File: src/hw/rtl/ssp_div.sv
// ============================================================================
// ssp_div: pipelined unsigned restoring divider
// One quotient bit per stage, saturating quotient, tag carried alongside.
// ============================================================================
`timescale 1ns / 1ps
`default_nettype none

module ssp_div #(
	parameter int NW = 34,
	parameter int DW = 33,
	parameter int QW = 16,
	parameter int TW = 1
) (
	input  wire logic          clk,
	input  wire logic          arst_n,
	input  wire logic          in_valid,
	input  wire logic [NW-1:0] num,
	input  wire logic [DW-1:0] den,
	input  wire logic [TW-1:0] tag,
	output logic               out_valid,
	output logic      [QW-1:0] quo,
	output logic      [TW-1:0] out_tag
);

	localparam int CW = ((NW > DW + QW) ? NW : DW + QW) + 1;

	logic          vld_s [0:QW];
	logic [CW-1:0] rem_s [0:QW];
	logic [DW-1:0] den_s [0:QW];
	logic [QW-1:0] q_s   [0:QW];
	logic          ovf_s [0:QW];
	logic [TW-1:0] tag_s [0:QW];

	logic [CW-1:0] num_ext;
	logic [CW-1:0] den_top;

	assign num_ext = {{(CW-NW){1'b0}}, num};
	assign den_top = {{(CW-DW){1'b0}}, den} << QW;

	always_ff @(posedge clk or negedge arst_n) begin
		if (!arst_n) begin
			vld_s[0] <= 1'b0;
		end else begin
			vld_s[0] <= in_valid;
		end
	end

	always_ff @(posedge clk) begin
		rem_s[0] <= num_ext;
		den_s[0] <= den;
		q_s[0]   <= '0;
		ovf_s[0] <= (num_ext >= den_top);
		tag_s[0] <= tag;
	end

	for (genvar k = 1; k <= QW; k++) begin : g_step
		localparam int I = QW - k;
		logic [CW-1:0] sub;
		logic          ge;

		assign sub = {{(CW-DW){1'b0}}, den_s[k-1]} << I;
		assign ge  = (rem_s[k-1] >= sub);

		always_ff @(posedge clk or negedge arst_n) begin
			if (!arst_n) begin
				vld_s[k] <= 1'b0;
			end else begin
				vld_s[k] <= vld_s[k-1];
			end
		end

		always_ff @(posedge clk) begin
			rem_s[k] <= ge ? (rem_s[k-1] - sub) : rem_s[k-1];
			den_s[k] <= den_s[k-1];
			q_s[k]   <= q_s[k-1] | ({{(QW-1){1'b0}}, ge} << I);
			ovf_s[k] <= ovf_s[k-1];
			tag_s[k] <= tag_s[k-1];
		end
	end

	assign out_valid = vld_s[QW];
	assign quo       = ovf_s[QW] ? '1 : q_s[QW];
	assign out_tag   = tag_s[QW];

endmodule

`default_nettype wire

File: config.mk
export PLATFORM = sky130hd
export DESIGN_NAME = ssp_div
export DESIGN_NICKNAME = d
export VERILOG_FILES = /design/src/hw/rtl/ssp_div.sv
export SDC_FILE = /design/constraint.sdc
export NUM_CORES = 2
export LEC_CHECK = 0
export ABC_AREA = 1
export BUFFER_PORTS_ARGS = -buffer_cell sky130_fd_sc_hd__buf_2
export CORE_ASPECT_RATIO = 2
export CORE_MARGIN = 4
export CORE_UTILIZATION = 45
export CTS_CLUSTER_SIZE = 40
export DETAILED_ROUTE_END_ITERATION = 10
export GPL_ROUTABILITY_DRIVEN = 0
export HOLD_SLACK_MARGIN = 0.08
export PLACE_DENSITY = 0.66
export SYNTH_ARGS = -nofsm -noshare
export SYNTH_HDL_FRONTEND = slang
export SYNTH_SLANG_ARGS = --single-unit
File: constraint.sdc
create_clock -name clk -period 2.08 [get_ports clk]
set_input_delay 0.104 -clock clk [delete_from_list [all_inputs] [get_ports clk]]
set_output_delay 0.104 -clock clk [all_outputs]
set_load 0.02 [all_outputs]
==> results by group, run 1 <==
Floorplan
  • Initial Util: 45.3%
  • Cell Rows: 223
  • Die H: 617 µm
  • Die X: 313 µm
  • Ports: 89

GRT
  • Remaining Overflow, GRT: 8540
  • Vias in the first global route: 135000
  • First-pass GRT wire length: 1040 mm
  • GRT Overall Usage: 70.1%
  • Largest net degree at the start of global routing: 34

Logic synthesis
  • Netlist cell types: 50
  • Share of flip-flops with an asynchronous set or reset: 1.13%
  • EDFF count, synth: 0
  • Syn Inst Count: 12900
  • Synth warnings: 0
  • Primary FF master, synth: dfxtp_1
  • Mapped Area: 83500 µm²
  • Post-synthesis register bit count: 1499
  • Mean area per synthesized cell: 6.49 µm²
  • Seq/Total Area, Yosys: 36.1%
  • Post-synth net total: 13500

Status
  • Status: did not finish
  • Exit stage: global routing
  • Err: [ERROR GRT-0116] Global routing finished with congestion. Check the congestion regions in the DRC Viewer.

CTS
  • Clock sinks: 1499
  • Longest Clk Path Bufs: 4
  • CTS H-Tree Depth: 4
  • Total CTS buffers: 151
  • Clk root buf: clkbuf_16

Placed design
  • Placement Setup Slack: -2.03 ns
  • Buffers on Ports: 88
  • Area of placed instances: 111000 µm²
  • Placed cell count: 18500
  • DP HPWL: 364 mm
cells by family after synthesis:
family | after synthesis | synth area share [%]
simple gates | 7008 | 34.1
buf+inv | 2327 | 10.9
flops | 1499 | 36.1
compound gates | 1192 | 7.61
fa+ha+maj | 547 | 8.34
xor+xnor | 286 | 3.00
synth_stat cells (5+ instances only):
cell type | number | area share, %
o21ai_1 | 17 | 0.10
a21oi_1 | 688 | 4.1
clkbuf_1 | 6 | 0.027
o21bai_1 | 46 | 0.41
buf_4 | 18 | 0.16
nand2_2 | 16 | 0.12
ha_1 | 532 | 8.0
or2_2 | 31 | 0.23
nor3_1 | 116 | 0.70
nor2_2 | 21 | 0.16
nand4_1 | 208 | 1.6
nor4_1 | 45 | 0.34
a21o_1 | 11 | 0.099
fa_1 | 15 | 0.36
a21oi_2 | 28 | 0.29
dfrtp_1 | 17 | 0.51
o21a_1 | 9 | 0.081
and2_1 | 22 | 0.16
inv_2 | 10 | 0.045
o21ai_0 | 363 | 2.2
and3_1 | 5 | 0.037
buf_6 | 30 | 0.40
nand3_1 | 658 | 3.9
o21ai_2 | 12 | 0.13
xor2_1 | 258 | 2.7
nand3_2 | 5 | 0.060
inv_1 | 2214 | 10
dfxtp_1 | 1482 | 36
xnor2_1 | 28 | 0.29
o211ai_1 | 6 | 0.054
buf_2 | 48 | 0.29
nand2_1 | 4689 | 21
nor2_1 | 1130 | 5.1
nand3b_1 | 38 | 0.34
routing by layer:
metal | GRT usage [%] | GRT overflow
met5 | 22.1 | 11
met3 | 46.9 | 84
met2 | 99.6 | 6879
met4 | 74.6 | 1435
met1 | 62.2 | 131
stage by stage:
step	hold WS [ns]	setup TNS (ns)	util, %
2_1_floorplan	-0.192	-2.33	-
3_3_place_gp	0.0419	-390.50	60.4
3_5_place_dp	0.0426	-402.24	60.4
4_1_cts	0.125	-156.97	71.5
timing repair:
item / in CTS
pin swaps: 538
setup endpoints to repair: 627
gates resized for setup: 2556
buffers inserted: 329
hold buffers: 140
cloned: 64
hold endpoints to repair: 87
==> inputs of run 2 (changes only) <==
==> config.mk (replaced) <==
export PLATFORM = sky130hd
export DESIGN_NAME = ssp_div
export DESIGN_NICKNAME = d
export VERILOG_FILES = /design/src/hw/rtl/ssp_div.sv
export SDC_FILE = /design/constraint.sdc
export NUM_CORES = 2
export LEC_CHECK = 0
export ABC_AREA = 1
export BUFFER_PORTS_ARGS = -buffer_cell sky130_fd_sc_hd__buf_2
export CORE_MARGIN = 4
export CORE_UTILIZATION = 30
export DETAILED_ROUTE_END_ITERATION = 10
export GPL_ROUTABILITY_DRIVEN = 0
export PLACE_DENSITY_LB_ADDON = 0.15
export SYNTH_ARGS = -nofsm -noshare
export SYNTH_HDL_FRONTEND = slang
export SYNTH_SLANG_ARGS = --single-unit
==> constraint.sdc (replaced) <==
create_clock -name clk -period 2.7 [get_ports clk]
set_input_delay 0.135 -clock clk [delete_from_list [all_inputs] [get_ports clk]]
set_output_delay 0.135 -clock clk [all_outputs]
set_load 0.02 [all_outputs]
==> run 2 against run 1 <==
The run now ends clean. Synthesized cell count unchanged. Synthesized area unchanged.
==> results by group, run 2 <==
Status
  • Status: complete, no violations

Logic synthesis
  • Share of flip-flops with an asynchronous set or reset: 1.13%
  • Syn Inst Count: 12900
  • Synth warnings: 0
  • EDFF count, synth: 0
  • Top-count cell post-synth: nand2_1
  • Synth top cells by count: nand2_1, inv_1, dfxtp_1
  • Mapped Area: 83500 µm²
  • Post-synth top area share: 35.6%
  • Post-synthesis register bit count: 1499
  • Synth area leaders: dfxtp_1, nand2_1, inv_1
  • Primary FF master, synth: dfxtp_1
  • Mean area per synthesized cell: 6.49 µm²
  • Netlist cell types: 50
  • Post-synth net total: 13500
  • Seq/Total Area, Yosys: 36.1%
  • Leading area contributor after synthesis: dfxtp_1

Setup path
  • Worst setup EP type: flip-flop
  • Reg-to-reg slack, setup: 0.10 ns
  • R2r startpoint: den_s[0][373]$_DFF_P_
  • Critical path peak fanout: 6
  • Worst Path Buf+Inv: 5
  • Largest delay share family, worst path: simple AND/OR/NAND/NOR gates
  • Crit-path cells: inv_1, ha_1, nand2_1, nor2_1, inv_1, o21ai_1, inv_1, nand2_1, nand2_2, nand2_2, a21oi_4, buf_4, clkbuf_16, a21oi_1
  • Most used cell along the critical path: inv_1
  • CP peak stage delay: 0.48 ns
  • Register-to-Register Path Depth: 14
  • CP max-delay cell: dfxtp_1
  • Worst EP required: 3.46 ns
  • Critical path startpoint category: flip-flop
  • Setup CP Type: flip-flop to flip-flop
  • Worst r2r dst: rem_s[0][644]$_DFF_P_
  • Critical Path AT: 3.36 ns

Drt
  • Wire per inst: 19.0 µm
  • Routed wire length: 338 mm
  • Final ANT Viol Nets: 0
  • DRT iter0 DRCs: 6905
  • Vias: 81600
  • Drt drc: 0
  • First-pass DRT Iterations: 6
  • Vias/cell: 4.59

CTS
  • Total CTS buffers: 175
  • Clk root buf: clkbuf_16
  • CTS tree: built
  • Clock sinks: 1499
  • CTS H-Tree Depth: 4
  • Clk slew on worst S/H paths: 0.06 ns
  • Worst skew pair latency: 0.88 ns
  • Longest Clk Path Bufs: 4

Power
  • VDD IR max: 508 µV
  • PD cells: 1030 nW/µm²
  • Tot Pwr: 105 mW
  • LEAKAGE: 54.6 nW

Timing
  • Max_slew headroom: 50.9%
  • Final min period: 2.60 ns
  • Tcrit/Tclk final: 96.2%
  • Slew Viols, Final: 0
  • Endpoints failing setup: 0
  • RSZ-0062 raised after global routing: yes
  • Fin. Hold Viols: 0
  • Clk_skew: 0.103 ns
  • Min Hold Slack: 0.113 ns
  • Maximum clock frequency: 385 MHz
  • Tightest Pin Transition: 0.734 ns

Layout
  • Finished Layout Cells: 17800
  • Final core utilization: 37.0%
  • Fillers: 30400
  • P&R area growth vs syn: 22.8%
  • Register area: 30100 µm²
  • Fraction of layout cells with a size suffix above 1: 9.99%
  • Leading cell type in the layout, fill and taps excluded: nand2_1
  • Largest regs: rem_s: 784 flops, den_s: 528 flops, q_s: 136 flops
  • Largest Register: rem_s
  • # nets final: 14600
  • Multi-input gate area: 44600 µm²
  • Most frequent cells in the layout: nand2_1, inv_1, dfxtp_1
  • Max FFs per register: 784

Floorplan
  • Core Box Area: 277000 µm²
  • Die H: 535 µm
  • Cell Rows: 193
  • Die X: 535 µm
  • Initial Util: 30.2%
  • Ports: 89
  • Die area: 287000 µm²

GRT
  • Remaining Overflow, GRT: 0
  • GRT Overall Usage: 22.9%
  • First-pass GRT wire length: 495 mm
  • Vias in the first global route: 78300
  • Largest net degree at the start of global routing: 36
  • Initial antenna violation count: 8

Min path
  • Hold Path Depth: 5
  • Hold_sp: den[25]
  • Hold Path Sink: ovf_s[0][0]$_DFF_P_
  • Worst min path class: primary input to flip-flop

Placed design
  • DP HPWL: 287 mm
  • Buffers on Ports: 88
  • Placed cell count: 17300

Flow run
  • Max_cap viols: 0
-- run 2: cell counts after synthesis --
No cell type changed its count.
-- run 2: area by class of cell --
type                       count  share of cell area (%)
antenna                        3                 0.00732
clock inverter                85                    1.36
sequential                  1499                    29.4
clock buffer                 232                    4.78
tap                         3705                    4.52
timing repair buffer        1008                    8.21
multi-input combinational   9036                    43.6
inverter                    2225                    8.16
-- run 2: kinds of logic (layout without fill, tap and decap cells) --
| family | Yosys count | in the layout | synth area share, % |
|---|---|---|---|
| AO/OA/AOI/OAI | 1192 | 1193 | 7.61 |
| buffers and inverters | 2327 | 3550 | 10.9 |
| other | 0 | 3 | 0 |
| AND/OR/NAND/NOR | 7008 | 7010 | 34.1 |
| XOR/XNOR | 286 | 286 | 3.00 |
| adder cells (fa/ha/maj) | 547 | 547 | 8.34 |
| flip-flops | 1499 | 1499 | 36.1 |
-- run 2: worst max path at each step --
stage	from	cells past startpoint	end
after CTS	rem_s[0][260]$_DFF_P_	14	rem_s[0][341]$_DFF_P_
after global routing	den_s[0][284]$_DFF_P_	14	rem_s[0][488]$_DFF_P_
after floorplan	rem_s[0][554]$_DFF_P_	15	rem_s[0][644]$_DFF_P_
after detailed placement	den_s[0][231]$_DFF_P_	13	rem_s[0][446]$_DFF_P_
final	den_s[0][373]$_DFF_P_	14	rem_s[0][644]$_DFF_P_
after global placement	den_s[0][297]$_DFF_P_	13	rem_s[0][531]$_DFF_P_
-- run 2: power by group --
part           internal (mW)  switching (mW)  leakage, nW
combinational           16.7            30.7         38.9
clock                   15.7            10.2         3.08
sequential              26.6            5.09         12.6
total                   59.1            46.0         54.6
-- run 2: worst min-delay path: cells and delay by family --
kind	cells	cell delay, ns
buf+inv	2	0.64
simple gates	3	0.15
-- run 2: through the flow --
step                      cell area, µm²  setup slack, ns  setup TNS (ns)
after floorplan                    83500            0.505               0
after global placement             94200           -0.264          -10.89
after CTS                         102000          0.00110               0
after global routing              102000          -0.0228          -0.113
final                             102000            0.102               0
after detailed placement           94200           -0.248          -11.20
-- run 2: routing by layer --
layer  track usage, %  share of wire (%)  vias to the layer above  wire [µm]
li1                 -                  -                    42000          -
met1             29.3                 44                    36900     148000
met4             7.72                3.9                        4      13300
met3             2.90                5.4                      500      18300
met5                0             0.0077                        -         26
met2             39.5                 47                     2123     159000
-- run 2: repair_timing --
action                                  in CTS  in global routing
endpoints found under the setup margin     179                415
gates cloned                                 3                  2
setup buffers                                3                  6
hold buffers                               140                  0
hold endpoints to repair                    87                  0
pin swaps                                    2                  9
gates resized for setup                     21                115
No activity file was read; power rests on OpenSTA's default activity.
