==> src/hw/rtl/ssp_pkg.sv <==
// ============================================================================
// ssp_pkg: shared types and constants for sprite screen projection
// Item and result structs, register indexes, reset values, fixed widths.
// ============================================================================
`timescale 1ns / 1ps
`default_nettype none

package ssp_pkg;

	localparam int FRAC_BITS_DEF = 8;

	localparam int CFG_IDX_W  = 4;
	localparam int CFG_DATA_W = 16;
	localparam int WIN_W      = 13;

	localparam logic [CFG_IDX_W-1:0] REG_WINDOW_WIDTH  = 4'd0;
	localparam logic [CFG_IDX_W-1:0] REG_WINDOW_HEIGHT = 4'd1;

	localparam logic [WIN_W-1:0] WINDOW_WIDTH_RST  = 13'd640;
	localparam logic [WIN_W-1:0] WINDOW_HEIGHT_RST = 13'd480;

	localparam int VOFF_NUM   = 96;
	localparam int VOFF_NUM_W = 7;

	localparam int DET_MAG_W = 33;
	localparam int TNY_MAG_W = 34;
	localparam int COL_NUM_W = 47;
	localparam int QUO_W     = 16;

	typedef struct packed {
		logic signed [15:0] camera_x;
		logic signed [15:0] camera_y;
		logic signed [15:0] view_dir_x;
		logic signed [15:0] view_dir_y;
		logic signed [15:0] view_plane_x;
		logic signed [15:0] view_plane_y;
		logic signed [15:0] object_x;
		logic signed [15:0] object_y;
	} item_t;

	typedef struct packed {
		logic               visible;
		logic        [15:0] depth;
		logic signed [15:0] screen_column;
		logic        [15:0] sprite_size;
		logic        [14:0] vertical_offset;
		logic signed [15:0] start_x;
		logic signed [15:0] end_x;
		logic        [14:0] start_y;
		logic signed [15:0] end_y;
	} result_t;

	typedef struct packed {
		logic                 vis;
		logic                 neg_col;
		logic [DET_MAG_W-1:0] det_mag;
		logic [TNY_MAG_W-1:0] tny_mag;
		logic [COL_NUM_W-1:0] col_num;
	} xf_t;

endpackage

`default_nettype wire

==> src/hw/rtl/ssp_bounds.sv <==
// ============================================================================
// ssp_bounds: drawing bounds and result register
// Clamp offset, derive clipped row and column bounds, zero hidden sprites.
// ============================================================================
`timescale 1ns / 1ps
`default_nettype none

module ssp_bounds (
	input  wire logic               clk,
	input  wire logic               arst_n,
	input  wire logic               in_valid,
	input  wire logic               vis,
	input  wire logic        [15:0] depth,
	input  wire logic signed [15:0] col,
	input  wire logic        [15:0] size,
	input  wire logic        [15:0] voff_raw,
	input  wire logic        [12:0] win_w,
	input  wire logic        [12:0] win_h,
	output logic                    done,
	output ssp_pkg::result_t        result
);

	logic        [14:0] voff;
	logic signed [18:0] half_s, half_h, col_e, w_e, h_e;
	logic signed [18:0] sy0, ey0, sx0, ex0;
	logic        [14:0] sy0_c;
	logic signed [15:0] ey0_c, sx0_c, ex0_c;
	logic               done_q;
	ssp_pkg::result_t   res_q, res_d;

	assign voff   = (voff_raw > 16'd32767) ? 15'h7FFF : voff_raw[14:0];
	assign half_s = 19'({3'b000, size[15:1]});
	assign half_h = 19'({7'b0000000, win_h[12:1]});
	assign col_e  = 19'(col);
	assign w_e    = 19'({6'b000000, win_w});
	assign h_e    = 19'({6'b000000, win_h});

	assign sy0 = half_h + 19'({4'b0000, voff}) - half_s;
	assign ey0 = half_s + half_h + 19'({4'b0000, voff});
	assign sx0 = col_e - half_s;
	assign ex0 = col_e + half_s;

	assign sy0_c = sy0[18] ? '0 : ((sy0 > 19'sd32767) ? 15'h7FFF : sy0[14:0]);
	assign ey0_c = (ey0 >= h_e) ? 16'(h_e - 19'sd1) : ey0[15:0];
	assign sx0_c = sx0[18] ? '0 : sx0[15:0];
	assign ex0_c = (ex0 >= w_e) ? 16'(w_e - 19'sd1) : ex0[15:0];

	always_comb begin
		res_d = '0;
		if (vis) begin
			res_d.visible         = 1'b1;
			res_d.depth           = depth;
			res_d.screen_column   = col;
			res_d.sprite_size     = size;
			res_d.vertical_offset = voff;
			res_d.start_x         = sx0_c;
			res_d.end_x           = ex0_c;
			res_d.start_y         = sy0_c;
			res_d.end_y           = ey0_c;
		end
	end

	always_ff @(posedge clk or negedge arst_n) begin
		if (!arst_n) begin
			done_q <= 1'b0;
		end else begin
			done_q <= in_valid;
		end
	end

	always_ff @(posedge clk) begin
		res_q <= res_d;
	end

	assign done   = done_q;
	assign result = res_q;

endmodule

`default_nettype wire

==> config.mk <==
export PLATFORM = sky130hd
export DESIGN_NAME = ssp_bounds
export DESIGN_NICKNAME = d
export VERILOG_FILES = /design/src/hw/rtl/ssp_pkg.sv /design/src/hw/rtl/ssp_bounds.sv
export SDC_FILE = /design/constraint.sdc
export NUM_CORES = 1
export LEC_CHECK = 0
export ABC_AREA = 1
export BUFFER_PORTS_ARGS = -buffer_cell sky130_fd_sc_hd__buf_2
export CORE_AREA = 4 4 132 134
export DETAILED_ROUTE_END_ITERATION = 6
export DIE_AREA = 0 0 136 138
export PLACE_DENSITY_LB_ADDON = 0.25
export SLEW_MARGIN = 5
export SYNTH_ARGS = -nofsm -noshare
export SYNTH_HDL_FRONTEND = slang
export SYNTH_SLANG_ARGS = --single-unit
==> constraint.sdc <==
create_clock -name clk -period 0.8 [get_ports clk]
set_input_delay 0.04 -clock clk [delete_from_list [all_inputs] [get_ports clk]]
set_output_delay 0.04 -clock clk [all_outputs]
set_load 0.03 [all_outputs]
==> results of run 1 <==
-- stage by stage --
step | utilization (%) | TNS (ns) | cell area, sq um | hold WS, ns
3_3_place_gp | 77.6 | -134.41 | 12600 | -0.185
3_5_place_dp | 77.6 | -138.37 | 12600 | -0.184
2_1_floorplan | - | -100.38 | 9120 | -0.256
4_1_cts | 96.4 | -113.95 | 15700 | -0.0925
-- logic make-up after synthesis --
family	Yosys count	synth area share (%)
DFF	128	29.5
buffers and inverters	251	11.4
and+or+nand+nor	484	23.9
AOI/OAI and AO/OA	137	8.95
xor gates and xnor gates	60	6.26
adders and majority gates	122	20.0
-- cell usage after synthesis --
cell	n
nor2_1	132
buf_6	1
nand3_2	7
or2_1	1
dfxtp_1	127
o21ai_0	21
nand2_1	229
inv_2	4
buf_4	8
nor2_4	1
o211ai_2	1
xor2_1	46
and3_1	1
nor2_2	2
nor3b_1	1
nand2_2	7
a21oi_1	75
buf_2	10
o31ai_1	3
nand3b_1	4
ha_1	94
or2_2	5
o21a_1	4
a21o_1	4
a21boi_2	1
o21ai_2	1
a31o_2	1
o21bai_1	8
inv_1	217
a31oi_1	9
nor4_1	1
o21ai_1	5
clkbuf_2	2
nand4_1	16
nand3_4	1
clkbuf_1	9
dfrtp_1	1
a21boi_0	2
nand3_1	60
xor2_4	1
a21oi_2	2
fa_1	28
xnor2_1	13
nor3_1	16
-- timing repair --
action / CTS
pin swaps: 53
hold endpoints to repair: 60
resized for setup: 521
buffers inserted: 27
endpoints found under the setup margin: 191
cloned: 9
hold buffers: 56
==> flow_summary.toml, run 1 <==
[status]
status = "stopped before the end"
haltStage = "global routing (5_1_grt)"
tool.error = "[ERROR DPL-0038] Utilization greater than 100%, impossible to legalize"

[synthesis]
synth_top_area_share_pct = 29.2
yosys_warnings = 0
synth.top_cells.by_area = "dfxtp_1 (29%), ha_1 (14%), nand2_1 (9.9%)"
avgSynthCellArea_sq_um = 7.36
post_synth_inst_count = 1182
synth_cell_type_count = 44
synth_area_sq_um = 8700
yosysTopAreaCell = "dfxtp_1"
synth_seq_cells = 128
mappedNetlistNets = 1398
ys_seq_area_share_pct = 29.5

[placement]
place.gp.congestion = 0.957
dp.final_hpwl_um = 24000
io_buffers = 221
preCtsSetupSlack_ns = -3.01
placed_cells = 1904

[clock_tree]
cts_buffers = 17
cts_sinks = 128
cts_root_buf = "clkbuf_16"
h-tree-depth = 4
cts.path.max_buffers = 2

[floorplan]
die_h_um = 138
start_util_pct = 53.4
die_x_um = 136
io_pins = 222
rows = 47

[sta]
endpoint_type = "register input"
grt-worst-endpoint = "result[12]$_SDFF_PN0_/D"

[grt]
grt_max_degree = 40
==> run 2, diff against run 1 <==
Settings changed: CORE_AREA 4 4 132 134 to 4 4 153 155, DIE_AREA 0 0 136 138 to 0 0 157 159, PLACE_DENSITY_LB_ADDON 0.25 to 0.15.
==> flow_summary.toml, run 2 <==
[clock_tree]
cts_buffers = 17
path_clk_slew_ns = 0.06
h-tree-depth = 4
cts_sinks = 128
cts.path.max_buffers = 2
cts_root_buf = "clkbuf_16"
hold_buffers = 58
tritoncts = "built"

[synthesis]
synth_top_area_share_pct = 29.2
yosysTopAreaCell = "dfxtp_1"
yosys_warnings = 0
mappedNetlistNets = 1398
synth_cell_type_count = 44
post_synth_inst_count = 1182
avgSynthCellArea_sq_um = 7.36
synth_ff_type = "dfxtp_1"
synth.top_cells.by_area = "dfxtp_1 (29%), ha_1 (14%), nand2_1 (9.9%)"
synthArstFlopShare_pct = 0.781
ys_seq_area_share_pct = 29.5
yosys.cell_count.top_type = "nand2_1"
synthTopCellsByCount = "nand2_1 (229), inv_1 (217), nor2_1 (132)"
synth_edf_count = 0
synth_seq_cells = 128
synth_area_sq_um = 8700

[placement]
preCtsSetupSlack_ns = -3.02
place.gp.congestion = 0.900
dp.final_hpwl_um = 24400
placed_cells = 1956
io_buffers = 221

[sta]
final.setup.worst_slack_ns = -2.37
fmax_ghz = 0.316
worstMarginPinSlew_ns = 0.567
hold_viol_final = 3
slew_violations = 0
period_needed_ns = 3.17
finalCritPeriodShare_pct = 396
rsz0062_at_grt = "true"
slew_headroom_pct = 62.2
setup_viol = 191
holdWs_ns = -0.0813

[grt]
grt_usage_pct = 26.3
antenna_found_initial = 0
grt_max_degree = 28
grt.overflow.total = 0
grt_pass1_wl_um = 52200
grt_pass1_vias = 10400

[setup_path]
critical_path_class = "in -> reg"
worst_ep_required_time_ns = 1.12
cp-start-kind = "input port"
crit_arrival_ns = 3.49
cp-end-kind = "flip-flop"
cp_max_fo = 8

[pwr]
pwr-share-clk_pct = 25.3
p_seq_share_pct = 23.0
cellPowerDensity_nw_per_um2 = 1940
comb_power_share_pct = 51.6
p_sw_mw = 12.3
power_leakage_nw = 8.38
internal-power_mw = 19.6
swShare_pct = 38.5
vdd.ir_drop.worst_mv = 1.32

[final_layout]
fin_cells = 2093
drive_gt1_share_pct = 55.1
nNetsFinal = 2014
largest_reg_flops = 127
mostFrequentLayoutCell = "buf_4"
final_cell_mix = "buf_4 (312), inv_1 (191), nand2_1 (191)"
synthToLayoutAreaGrowth_pct = 89.0

[floorplan]
die_area_sq_um = 25000
start_util_pct = 39.9
die_h_um = 159
die_x_um = 157
rows = 54
io_pins = 222
core_sq_um = 21800

[min_path]
hp-class = "in -> reg"
hp-start = "win_h[12]"
hold_end = "result[14]"
hold_depth = 4

[route]
vias = 10200
wl_per_cell_um = 16.9
wirelength_um = 35400
drt-initial-drc-count = 549
drc = 0
via_per_inst = 4.87
dr.pass1.iters = 5
postRouteAntennaNets = 0

[status]
status = "finished with violations"
violations = "hold timing, setup timing"

[run]
drv_cap = 0
[run 2: cell counts after synthesis]
Identical to the previous run, type by type.
[run 2: cell families (layout without fill, tap and decap cells)]
family / after synthesis / in the layout / synth area share [%]
buffers and inverters: 251 / 876 / 11.4
adder cells (fa/ha/maj): 122 / 122 / 20.0
AO/OA/AOI/OAI: 137 / 137 / 8.95
flip-flops: 128 / 128 / 29.5
AND/OR/NAND/NOR: 484 / 488 / 23.9
XOR/XNOR: 60 / 60 / 6.26
other: 0 / 2 / 0
[run 2: layout make-up]
| type | instances | area, sq um |
|---|---|---|
| sequential | 128 | 2720 |
| fill | 1481 | 5390 |
| clock inverter | 14 | 156 |
| multi-input combinational | 807 | 6620 |
| tap | 280 | 350 |
| clock buffer | 18 | 439 |
| timing repair inverter | 1 | 11.3 |
| timing repair buffer | 622 | 5260 |
| antenna | 2 | 5.00 |
| inverter | 221 | 865 |
[run 2: what timing repair did]
| item | 4_1_cts | 5_1_grt |
|---|---|---|
| gates cloned | 7 | 0 |
| pin swaps | 71 | 55 |
| setup endpoints to repair | 191 | 192 |
| buffers inserted | 27 | 14 |
| resized for setup | 289 | 475 |
| endpoints found under the hold margin | 62 | 3 |
[run 2: worst max-delay path: stages]
cell      delay (ns)
buf_12          0.12
nor2_4          0.05
fa_2            0.59
inv_2           0.05
ha_4            0.15
fa_2            0.34
nand4_1         0.09
o211ai_2        0.10
nand3_1         0.12
nand2_2         0.10
a21oi_4         0.17
xnor2_2         0.15
ha_1            0.27
nand2_2         0.09
nor2_2          0.04
nand3_1         0.09
nand3_1         0.08
nor2_1          0.09
nand3_1         0.11
nor2_4          0.12
buf_12          0.14
nand3_4         0.16
nor2_1          0.16
nor2_1          0.07
[run 2: worst max path at each step]
stage	cells after the start	end	start	slack, ns
global placement	24	result[12]	voff_raw[15]	-2.98
detailed placement	24	result[12]	voff_raw[15]	-3.02
CTS	24	result[12]	voff_raw[15]	-2.23
global route	23	result[4]	voff_raw[15]	-2.51
floorplan	23	result[5]	win_h[2]	-2.52
finish	24	result[6]	voff_raw[15]	-2.37
[run 2: power groups by stage]
stage                     combinational (mW)  clock, mW  sequential [mW]
after floorplan                         5.84          0             8.37
after global placement                  12.3          0             7.21
after detailed placement                12.4          0             7.21
after CTS                               14.7       8.14             7.14
after global routing                    17.7       8.42             7.39
final                                   16.5       8.08             7.34
[run 2: layer usage]
| metal | up-vias | track usage [%] | share of wire, % |
|---|---|---|---|
| li1 | 4932 | - | - |
| met5 | - | 0 | 0 |
| met4 | 0 | 11.2 | 5.4 |
| met1 | 4799 | 31.0 | 38 |
| met3 | 130 | 3.53 | 4.6 |
| met2 | 336 | 47.3 | 52 |
[run 2: through the flow]
| stage | hold WS (ns) | util (%) | power, mW | instance area [sq um] | TNS, ns |
|---|---|---|---|---|---|
| 2_1_floorplan | -0.256 | - | 14.2 | 9120 | -100.38 |
| 3_3_place_gp | -0.184 | 57.9 | 19.5 | 12600 | -137.21 |
| 3_5_place_dp | -0.184 | 57.9 | 19.6 | 12600 | -139.29 |
| 4_1_cts | -0.0975 | 69.6 | 30.0 | 15200 | -117.22 |
| 5_1_grt | -0.0781 | 75.3 | 33.5 | 16400 | -125.78 |
| 6_report | -0.0813 | 75.3 | 31.9 | 16400 | -115.80 |
Power figures use the tool's default switching activity.
